**src/design/buddy_block_allocator_assert.svh**
```systemverilog
// ----------------------------------------------------------------------------
// buddy block allocator assertion macros
// concurrent checks on clk_i, disabled while rst_ni is low
// ----------------------------------------------------------------------------
`ifndef BUDDY_BLOCK_ALLOCATOR_ASSERT_SVH
`define BUDDY_BLOCK_ALLOCATOR_ASSERT_SVH
`ifndef SYNTH
`define BBA_ASSERT_IMPL(lbl, ante, cons) \
  lbl: assert property (@(posedge clk_i) disable iff (!rst_ni) (ante) |-> (cons)) \
    else $error("bba check failed");
`define BBA_ASSERT_NEXT(lbl, ante, cons) \
  lbl: assert property (@(posedge clk_i) disable iff (!rst_ni) (ante) |=> (cons)) \
    else $error("bba check failed");
`else
`define BBA_ASSERT_IMPL(lbl, ante, cons)
`define BBA_ASSERT_NEXT(lbl, ante, cons)
`endif
`endif

```
**src/design/bba_pkg.sv**
```systemverilog
// ----------------------------------------------------------------------------
// bba_pkg
// constants, codes and shared types of the buddy block allocator
// ----------------------------------------------------------------------------
`timescale 1ns / 1ps
package bba_pkg;
  localparam int MAX_ORDER  = 10;
  localparam int LIST_DEPTH = 512;
  localparam int NUM_ORDERS = MAX_ORDER + 1;
  localparam int ADDR_W     = 10;
  localparam int ORDER_W    = 4;
  localparam int KW         = $clog2(MAX_ORDER + 2);
  localparam int CIW        = $clog2(NUM_ORDERS);
  localparam int IDX_W      = $clog2(LIST_DEPTH);
  localparam int CNT_W      = $clog2(LIST_DEPTH + 1);
  localparam int MEM_DEPTH  = NUM_ORDERS * LIST_DEPTH;
  localparam int MEM_AW     = $clog2(MEM_DEPTH);

  localparam logic [1:0] ST_OK      = 2'd0;
  localparam logic [1:0] ST_NOSPACE = 2'd1;
  localparam logic [1:0] ST_BAD     = 2'd2;

  typedef enum logic [3:0] {
    OP_NONE,
    OP_LOAD,
    OP_RES_BAD,
    OP_RES_NOSPACE,
    OP_K_INC,
    OP_A_POP,
    OP_A_BASE,
    OP_K_DEC,
    OP_PUSH_SPLIT,
    OP_RES_ALLOC,
    OP_F_START,
    OP_F_RD,
    OP_F_FOUND,
    OP_F_SHRD,
    OP_F_SHWR,
    OP_F_MERGE
  } bba_op_e;

  typedef struct packed {
    logic err_order;
    logic err_align;
    logic k_gt_max;
    logic k_eq_max;
    logic k_gt_ord;
    logic cnt_zero;
    logic i_zero;
    logic j_eq_c;
    logic match;
    logic out_free;
  } bba_stat_t;

  typedef struct packed {
    bba_op_e op;
    logic    push_final;
  } bba_cmd_t;

  function automatic logic [MEM_AW-1:0] mem_addr(logic [KW-1:0] k, logic [IDX_W-1:0] idx);
    mem_addr = MEM_AW'(k) * MEM_AW'(LIST_DEPTH) + MEM_AW'(idx);
  endfunction
endpackage

```
**src/design/bba_ctrl.sv**
```systemverilog
// ----------------------------------------------------------------------------
// bba_ctrl
// sequencer of the allocator: issues at most one datapath command per cycle
// ----------------------------------------------------------------------------
`timescale 1ns / 1ps
module bba_ctrl import bba_pkg::*; (
  input  logic      clk_i,
  input  logic      rst_ni,
  input  logic      in_valid_i,
  input  logic      in_mode_i,
  output logic      in_ready_o,
  input  bba_stat_t stat_i,
  output bba_cmd_t  cmd_o
);
  typedef enum logic [3:0] {
    S_IDLE, S_ERR_BAD, S_A_SCAN, S_ERR_NOSPACE, S_A_BASE, S_A_SPLIT, S_A_SPUSH,
    S_F_CHECK, S_F_SRCH, S_F_CMP, S_F_SHIFT, S_F_SHWR, S_F_PUSH
  } state_e;

  state_e state_q, state_d;

  always_comb begin
    state_d = state_q;
    cmd_o.op = OP_NONE;
    cmd_o.push_final = 1'b0;
    unique case (state_q)
      S_IDLE: begin
        if (in_valid_i) begin
          cmd_o.op = OP_LOAD;
          if (stat_i.err_order || (in_mode_i && stat_i.err_align)) state_d = S_ERR_BAD;
          else if (in_mode_i) state_d = S_F_CHECK;
          else state_d = S_A_SCAN;
        end
      end
      S_ERR_BAD: begin
        if (stat_i.out_free) begin
          cmd_o.op = OP_RES_BAD;
          state_d = S_IDLE;
        end
      end
      S_A_SCAN: begin
        if (stat_i.k_gt_max) state_d = S_ERR_NOSPACE;
        else if (stat_i.cnt_zero) cmd_o.op = OP_K_INC;
        else begin
          cmd_o.op = OP_A_POP;
          state_d = S_A_BASE;
        end
      end
      S_ERR_NOSPACE: begin
        if (stat_i.out_free) begin
          cmd_o.op = OP_RES_NOSPACE;
          state_d = S_IDLE;
        end
      end
      S_A_BASE: begin
        cmd_o.op = OP_A_BASE;
        state_d = S_A_SPLIT;
      end
      S_A_SPLIT: begin
        if (stat_i.k_gt_ord) begin
          cmd_o.op = OP_K_DEC;
          state_d = S_A_SPUSH;
        end else if (stat_i.out_free) begin
          cmd_o.op = OP_RES_ALLOC;
          state_d = S_IDLE;
        end
      end
      S_A_SPUSH: begin
        cmd_o.op = OP_PUSH_SPLIT;
        state_d = S_A_SPLIT;
      end
      S_F_CHECK: begin
        if (stat_i.k_eq_max) state_d = S_F_PUSH;
        else begin
          cmd_o.op = OP_F_START;
          state_d = S_F_SRCH;
        end
      end
      S_F_SRCH: begin
        if (stat_i.i_zero) state_d = S_F_PUSH;
        else begin
          cmd_o.op = OP_F_RD;
          state_d = S_F_CMP;
        end
      end
      S_F_CMP: begin
        if (stat_i.match) begin
          cmd_o.op = OP_F_FOUND;
          state_d = S_F_SHIFT;
        end else state_d = S_F_SRCH;
      end
      S_F_SHIFT: begin
        if (stat_i.j_eq_c) begin
          cmd_o.op = OP_F_MERGE;
          state_d = S_F_CHECK;
        end else begin
          cmd_o.op = OP_F_SHRD;
          state_d = S_F_SHWR;
        end
      end
      S_F_SHWR: begin
        cmd_o.op = OP_F_SHWR;
        state_d = S_F_SHIFT;
      end
      S_F_PUSH: begin
        if (stat_i.out_free) begin
          cmd_o.push_final = 1'b1;
          state_d = S_IDLE;
        end
      end
      default: state_d = S_IDLE;
    endcase
  end

  assign in_ready_o = (state_q == S_IDLE);

  always_ff @(posedge clk_i or negedge rst_ni) begin
    if (!rst_ni) begin
      state_q <= S_IDLE;
    end else begin
      state_q <= state_d;
    end
  end
endmodule

```
**config.mk**
```make
export PLATFORM = sky130hd
export DESIGN_NAME = bba_ctrl
export DESIGN_NICKNAME = d
export VERILOG_FILES = /design/src/design/buddy_block_allocator_assert.svh /design/src/design/bba_pkg.sv /design/src/design/bba_ctrl.sv
export SDC_FILE = /design/constraint.sdc
export NUM_CORES = 1
export LEC_CHECK = 0
export BUFFER_PORTS_ARGS = -buffer_cell sky130_fd_sc_hd__buf_2
export CAP_MARGIN = 20
export CORE_MARGIN = 2
export CORE_UTILIZATION = 43
export DETAILED_ROUTE_END_ITERATION = 10
export PLACE_DENSITY_LB_ADDON = 0.08
export SETUP_SLACK_MARGIN = 0.1
export SLEW_MARGIN = 20
export SYNTH_ARGS = -nofsm -noshare
export SYNTH_HDL_FRONTEND = slang
export SYNTH_SLANG_ARGS = --single-unit
```
**constraint.sdc**
```tcl
create_clock -name clk_i -period 1.5 [get_ports clk_i]
set_input_delay 0.075 -clock clk_i [delete_from_list [all_inputs] [get_ports clk_i]]
set_output_delay 0.075 -clock clk_i [all_outputs]
set_load 0.01 [all_outputs]
```
==> results.sh, run 1 <==
export IMPL_post_place_ws_ns=-0.179
export IMPL_postRouteWirelength_um=2140
export IMPL_std_cell_rows=13
export IMPL_r2r_slack_ns=-0.21
export IMPL_cp_max_fo=3
export IMPL_drt_iter0_markers=23
export IMPL_gp_congestion=0.791
export IMPL_yosys_warnings=0
export IMPL_synthesis_nets=95
export IMPL_fin_nets=134
export IMPL_yosysTopAreaCell="dfrtp_1"
export IMPL_ys_async_sr_fraction_pct=100
export IMPL_fillers=111
export IMPL_numPortBuffers=19
export IMPL_hp_class="in -> async"
export IMPL_p_per_area_nw_per_um2=2000
export IMPL_grt_pass1_vias=648
export IMPL_cp_arrival_ns=1.87
export IMPL_post_route_cells_drive_above_1_share_pct=45.8
export IMPL_via_count=846
export IMPL_crit_start="state_q[3]$_DFFE_PN0P_"
export IMPL_largest_reg_flops=4
export IMPL_synth_seq_cells=4
export IMPL_yosys_most_used_dff="dfrtp_1"
export IMPL_leakagePower_nw=0.418
export IMPL_synth_area_um2=588
export IMPL_fp_dieW_um=41.0
export IMPL_multiInputGateArea_um2=503
export IMPL_cts_tree="done"
export IMPL_top_level_ports=20
export IMPL_dr_pass1_iters=4
export IMPL_postSynthAreaPerCell_um2=7.26
export IMPL_period_share_pct=114
export IMPL_synth_most_common_cell="o21ai_0"
export IMPL_cts_sinks=4
export IMPL_yosys_cell_types_count=34
export IMPL_rsz0062_at_grt="yes"
export IMPL_layout_setup_ws_ns=-0.206
export IMPL_violations="negative setup slack"
export IMPL_synth_edf_count=0
export IMPL_max_freq_ghz=0.586
export IMPL_initial_core_util_pct=45.8
export IMPL_synthesis_instances=81
export IMPL_worstPathRequired_ns=1.67
export IMPL_ant_nets=0
export IMPL_tightest_slew_ns=0.314
export IMPL_largestRegisters="state_q: 4 flops"
export IMPL_grt_ovfl_total=0
export IMPL_start_kind="flop"
export IMPL_relSlewSlack_pct=78.8
export IMPL_skew_ns=0.00795
export IMPL_ff_latch_area_um2=100
export IMPL_drc_errors=0
export IMPL_coreArea_um2=1280
export IMPL_clk_pin_slew_ns=0.04
export IMPL_max_cap_violations=0
export IMPL_clk_latency_ns=0.23
export IMPL_dieArea_um2=1680
export IMPL_synth_common_cells="10 x o21ai_0, 6 x clkbuf_1, 6 x nor2_1"
export IMPL_finalCriticalPeriod_ns=1.71
export IMPL_grt_usage_pct=25.2
export IMPL_endpoint="state_q[2]$_DFFE_PN0P_"
export IMPL_vias_per_cell=6.36
export IMPL_yosysSeqAreaShare_pct=17.0
export IMPL_setup_viol=8
export IMPL_syn2layout_area_growth_pct=57.0
export IMPL_power_mw=1.85
export IMPL_grt_pass1_wl_um=2810
export IMPL_critPathKind="reg -> reg"
export IMPL_routedWlPerCell_um=16.1
export IMPL_antenna_found_initial=0
export IMPL_cts_root_buf="clkbuf_4"
export IMPL_grt_max_degree=23
export IMPL_diodes=0
export IMPL_top_register="state_q"
export IMPL_ctsLongestPathBuffers=2
export IMPL_reg2reg_from="state_q[3]$_DFFE_PN0P_"
export IMPL_cts_buffers=3
export IMPL_r2r_end="state_q[2]$_DFFE_PN0P_"
export IMPL_die_h_um=41.0
export IMPL_htreeDepth=1
export IMPL_hold_violations=0
export IMPL_drv_slew=0
export IMPL_status="finished, violations left"
export IMPL_cp_end_kind="flop"
export IMPL_post_dp_hpwl_um=1370
export IMPL_ir_drop_mv=1.37
export IMPL_synth_top_area_share_pct=17.0
export IMPL_reg2regPathDepth=4
export IMPL_synthTopCellsByArea="dfrtp_1 17%, o21ai_0 8.5%, a31oi_1 5.3%, nand2b_1 5.3%, nor2b_1 5.3%"
[kinds of logic (layout without fill, tap and decap cells)]
group	count (synthesis)	after routing	synth area share [%]
buf+inv	9	46	5.74
flops	4	4	17.0
simple gates	33	33	35.5
compound gates	34	34	40.0
mux	1	1	1.70
[worst min-delay path by stage]
stage                 from                     end  depth (start not counted)
global placement    rst_ni  state_q[0]$_DFFE_PN0P_                          1
global route        rst_ni  state_q[1]$_DFFE_PN0P_                          2
floorplan           rst_ni  state_q[0]$_DFFE_PN0P_                          0
CTS                 rst_ni  state_q[2]$_DFFE_PN0P_                          2
finish              rst_ni  state_q[1]$_DFFE_PN0P_                          2
detailed placement  rst_ni  state_q[2]$_DFFE_PN0P_                          1
[power by group]
part           total, mW  switching [mW]  internal [mW]
logic               1.52           0.759          0.759
registers          0.198          0.0387          0.159
clock network      0.131          0.0412         0.0893
total               1.85           0.838           1.01
[placed cells by master, fill, tap and decap left out, drive strengths merged, types with 2 or more instances in the layout]
cell type | synthesis | routed
buf | 0 | 39
o21ai | 10 | 10
nor2 | 6 | 6
a31oi | 5 | 5
nand2b | 5 | 5
nor2b | 5 | 5
dfrtp | 4 | 4
o21a | 3 | 3
nand2 | 3 | 3
clkbuf | 6 | 3
inv | 3 | 3
nor3b | 3 | 3
a21oi | 2 | 2
nand3b | 2 | 2
a22oi | 2 | 2
a211o | 2 | 2
o31a | 2 | 2
[area by class of cell]
type	instances	area share, %
timing repair buffer	40	29.0
clock buffer	3	2.44
tap	15	2.03
multi-input combinational	68	54.5
inverter	3	1.22
sequential	4	10.8
[timing repair]
action	CTS	global route
resized for setup	6	11
hold buffers	1	0
setup buffers	0	7
gates cloned	0	1
endpoints found under the hold margin	4	0
setup endpoints to repair	8	9
[critical path, stage by stage, from the launching register on]
cell	delay [ns]
dfrtp_1	0.39
or4_4	0.55
or4b_4	0.49
o41ai_2	0.06
o31a_1	0.16
[stage by stage]
step | hold WS [ns] | util, % | std cells | instance area (µm²) | TNS, ns
after detailed placement | -0.112 | 59.9 | 121 | 769 | -0.419
after global routing | 0.195 | 71.9 | 133 | 923 | -1.55
after floorplan | -0.221 | - | 81 | 591 | -0.173
final | 0.173 | 71.9 | 133 | 923 | -0.997
after CTS | 0.174 | 64.7 | 125 | 831 | -1.02
after global placement | -0.113 | 59.9 | 121 | 769 | -0.324
[layer usage]
layer | vias to the layer above | routed length (µm) | global-route usage (%) | share of wire, %
met1 | 400 | 899 | 35.2 | 42
met2 | 49 | 1040 | 39.1 | 49
li1 | 389 | - | - | -
met4 | 0 | 54 | 6.67 | 2.5
met3 | 8 | 148 | 4.89 | 6.9
met5 | - | 0 | 0 | 0
No activity file was read; power rests on OpenSTA's default activity.
==> run 2, diff against run 1 <==
--- a/config.mk
+++ b/config.mk
@@ -7,10 +7,11 @@
 export LEC_CHECK = 0
 export BUFFER_PORTS_ARGS = -buffer_cell sky130_fd_sc_hd__buf_2
 export CAP_MARGIN = 20
-export CORE_MARGIN = 2
-export CORE_UTILIZATION = 43
+export CORE_AREA = 2 2 39 41
 export DETAILED_ROUTE_END_ITERATION = 10
+export DIE_AREA = 0 0 41 43
 export PLACE_DENSITY_LB_ADDON = 0.08
+export REMOVE_ABC_BUFFERS = 1
 export SETUP_SLACK_MARGIN = 0.1
 export SLEW_MARGIN = 20
 export SYNTH_ARGS = -nofsm -noshare
==> constraint.sdc (replaced) <==
create_clock -name clk_i -period 1.85 [get_ports clk_i]
set_input_delay 0.0925 -clock clk_i [delete_from_list [all_inputs] [get_ports clk_i]]
set_output_delay 0.0925 -clock clk_i [all_outputs]
set_load 0.01 [all_outputs]
==> run 2 against run 1 <==
  * The flow now finishes without violations
  * Utilization fell by 13 points
  * First-iteration DRC count fell by 30%
  * Sequential cell count did not move
  * Via count fell by 13%
  * Global-route usage fell by 3.9 points
  * Worst setup slack improved by 0.36 ns
  * Clock-buffer cell count did not move
  * Design area fell by 12%
  * Register-to-register slack improved by 0.36 ns
  * Largest cell class unchanged
  * Highest routed layer unchanged
==> results.sh, run 2 (synthesis results as in run 1) <==
export IMPL_finalCriticalPeriod_ns=1.70
export IMPL_worstPathRequired_ns=1.76
export IMPL_period_share_pct=91.7
export IMPL_hold_violations=0
export IMPL_via_count=735
export IMPL_reg2regPathDepth=4
export IMPL_power_mw=1.29
export IMPL_drv_slew=0
export IMPL_ant_nets=0
export IMPL_max_cap_violations=0
export IMPL_p_per_area_nw_per_um2=1590
export IMPL_cp_arrival_ns=1.60
export IMPL_r2r_end="state_q[2]$_DFFE_PN0P_"
export IMPL_setup_viol=0
export IMPL_leakagePower_nw=0.347
export IMPL_drt_iter0_markers=16
export IMPL_finalNonFillerCells=121
export IMPL_largest_reg_flops=4
export IMPL_std_cell_rows=14
export IMPL_hp_class="in -> async"
export IMPL_slowest_delay_ns=0.40
export IMPL_placed_area_um2=711
export IMPL_grt_ovfl_total=0
export IMPL_cts_sinks=4
export IMPL_final_common_cell="buf_2"
export IMPL_worstPathCellList="buf_12, nor2b_4, nand2b_1, o32a_1, o211ai_1, buf_2"
export IMPL_dr_pass1_iters=4
export IMPL_grt_pass1_wl_um=2640
export IMPL_grt_max_degree=23
export IMPL_routedWlPerCell_um=14.4
export IMPL_critPathKind="reg -> out"
export IMPL_fp_dieW_um=41
export IMPL_fillers=127
export IMPL_initial_core_util_pct=42.5
export IMPL_crit_buf_inv=2
export IMPL_diodes=0
export IMPL_fin_nets=121
export IMPL_max_freq_ghz=0.589
export IMPL_largestRegisters="state_q: 4 flops"
export IMPL_multiInputGateArea_um2=468
export IMPL_clk_latency_ns=0.24
export IMPL_top_level_ports=20
export IMPL_cts_root_buf="clkbuf_4"
export IMPL_vias_per_cell=6.07
export IMPL_rsz0062_at_grt="yes"
export IMPL_cp_max_fo=11
export IMPL_die_h_um=43
export IMPL_dieArea_um2=1760
export IMPL_coreArea_um2=1380
export IMPL_relSlewSlack_pct=77.2
export IMPL_worstSetupPathDepth=6
export IMPL_reg2reg_from="state_q[3]$_DFFE_PN0P_"
export IMPL_syn2layout_area_growth_pct=38.5
export IMPL_start_kind="flop"
export IMPL_cts_buffers=3
export IMPL_numPortBuffers=19
export IMPL_post_route_cells_drive_above_1_share_pct=34.3
export IMPL_final_area_um2=815
export IMPL_cts_tree="done"
export IMPL_tightest_slew_ns=0.342
export IMPL_status="complete, no violations"
export IMPL_post_dp_hpwl_um=1140
export IMPL_cp_top_family="flip-flops"
export IMPL_crit_start="state_q[3]$_DFFE_PN0P_"
export IMPL_ctsLongestPathBuffers=2
export IMPL_cp_end_kind="primary output"
export IMPL_ff_latch_area_um2=101
export IMPL_r2r_slack_ns=0.15
export IMPL_final_cell_mix="19 x buf_2, 10 x o21ai_0, 6 x nor2_1"
export IMPL_dp_cells=114
export IMPL_grt_usage_pct=21.3
export IMPL_top_register="state_q"
export IMPL_antenna_found_initial=0
export IMPL_ir_drop_mv=0.662
export IMPL_postRouteWirelength_um=1750
export IMPL_grt_pass1_vias=592
export IMPL_gp_congestion=0.799
export IMPL_drc_errors=0
export IMPL_fin_util_pct=58.9
export IMPL_htreeDepth=1
export IMPL_skew_ns=0.00646
export IMPL_clk_pin_slew_ns=0.04
export IMPL_endpoint="cmd_o[4]"
export IMPL_slowest_stage="dfrtp_2"
==> run 2: layout make-up <==
| type | count | share of cell area, % |
|---|---|---|
| inverter | 3 | 1.38 |
| timing repair buffer | 27 | 23.5 |
| clock buffer | 3 | 2.76 |
| multi-input combinational | 68 | 57.5 |
| tap | 16 | 2.46 |
| sequential | 4 | 12.4 |
==> run 2: how the worst min path moves through the flow <==
| stage | startpoint | endpoint | cells after the start |
|---|---|---|---|
| floorplan | rst_ni | state_q[0]$_DFFE_PN0P_ | 0 |
| global placement | rst_ni | state_q[3]$_DFFE_PN0P_ | 1 |
| detailed placement | rst_ni | state_q[3]$_DFFE_PN0P_ | 1 |
| CTS | rst_ni | state_q[0]$_DFFE_PN0P_ | 2 |
| global route | rst_ni | state_q[0]$_DFFE_PN0P_ | 2 |
| finish | rst_ni | state_q[0]$_DFFE_PN0P_ | 2 |
==> run 2: timing repair <==
action	CTS	global route
cloned	0	1
setup buffers	0	2
pin swaps	0	2
hold buffers	1	0
endpoints found under the hold margin	4	0
setup endpoints to repair	2	4
resized for setup	3	5
==> run 2: report_power, final <==
group	leakage (nW)	total, mW	internal (mW)	switching, mW
sequential	0.0494	0.163	0.131	0.0320
combinational	0.283	1.02	0.507	0.513
clock	0.0138	0.112	0.0728	0.0388
==> run 2: stage by stage <==
| step | hold slack (ns) | TNS, ns | setup WS, ns |
|---|---|---|---|
| 2_1_floorplan | -0.203 | -0.00568 | -0.00568 |
| 3_3_place_gp | -0.0995 | 0 | 0.157 |
| 3_5_place_dp | -0.0980 | 0 | 0.147 |
| 4_1_cts | 0.176 | 0 | 0.112 |
| 5_1_grt | 0.225 | 0 | 0.0793 |
| 6_report | 0.184 | 0 | 0.153 |
==> run 2: per-layer routing <==
layer | track usage (%) | up-vias | part of all wire (%) | wire [µm]
met3 | 0 | 2 | 4.6 | 80
li1 | - | 360 | - | -
met1 | 31.6 | 346 | 44 | 771
met4 | 10.0 | 0 | 0.97 | 17
met2 | 30.9 | 27 | 50 | 876
met5 | 0 | - | 0 | 0
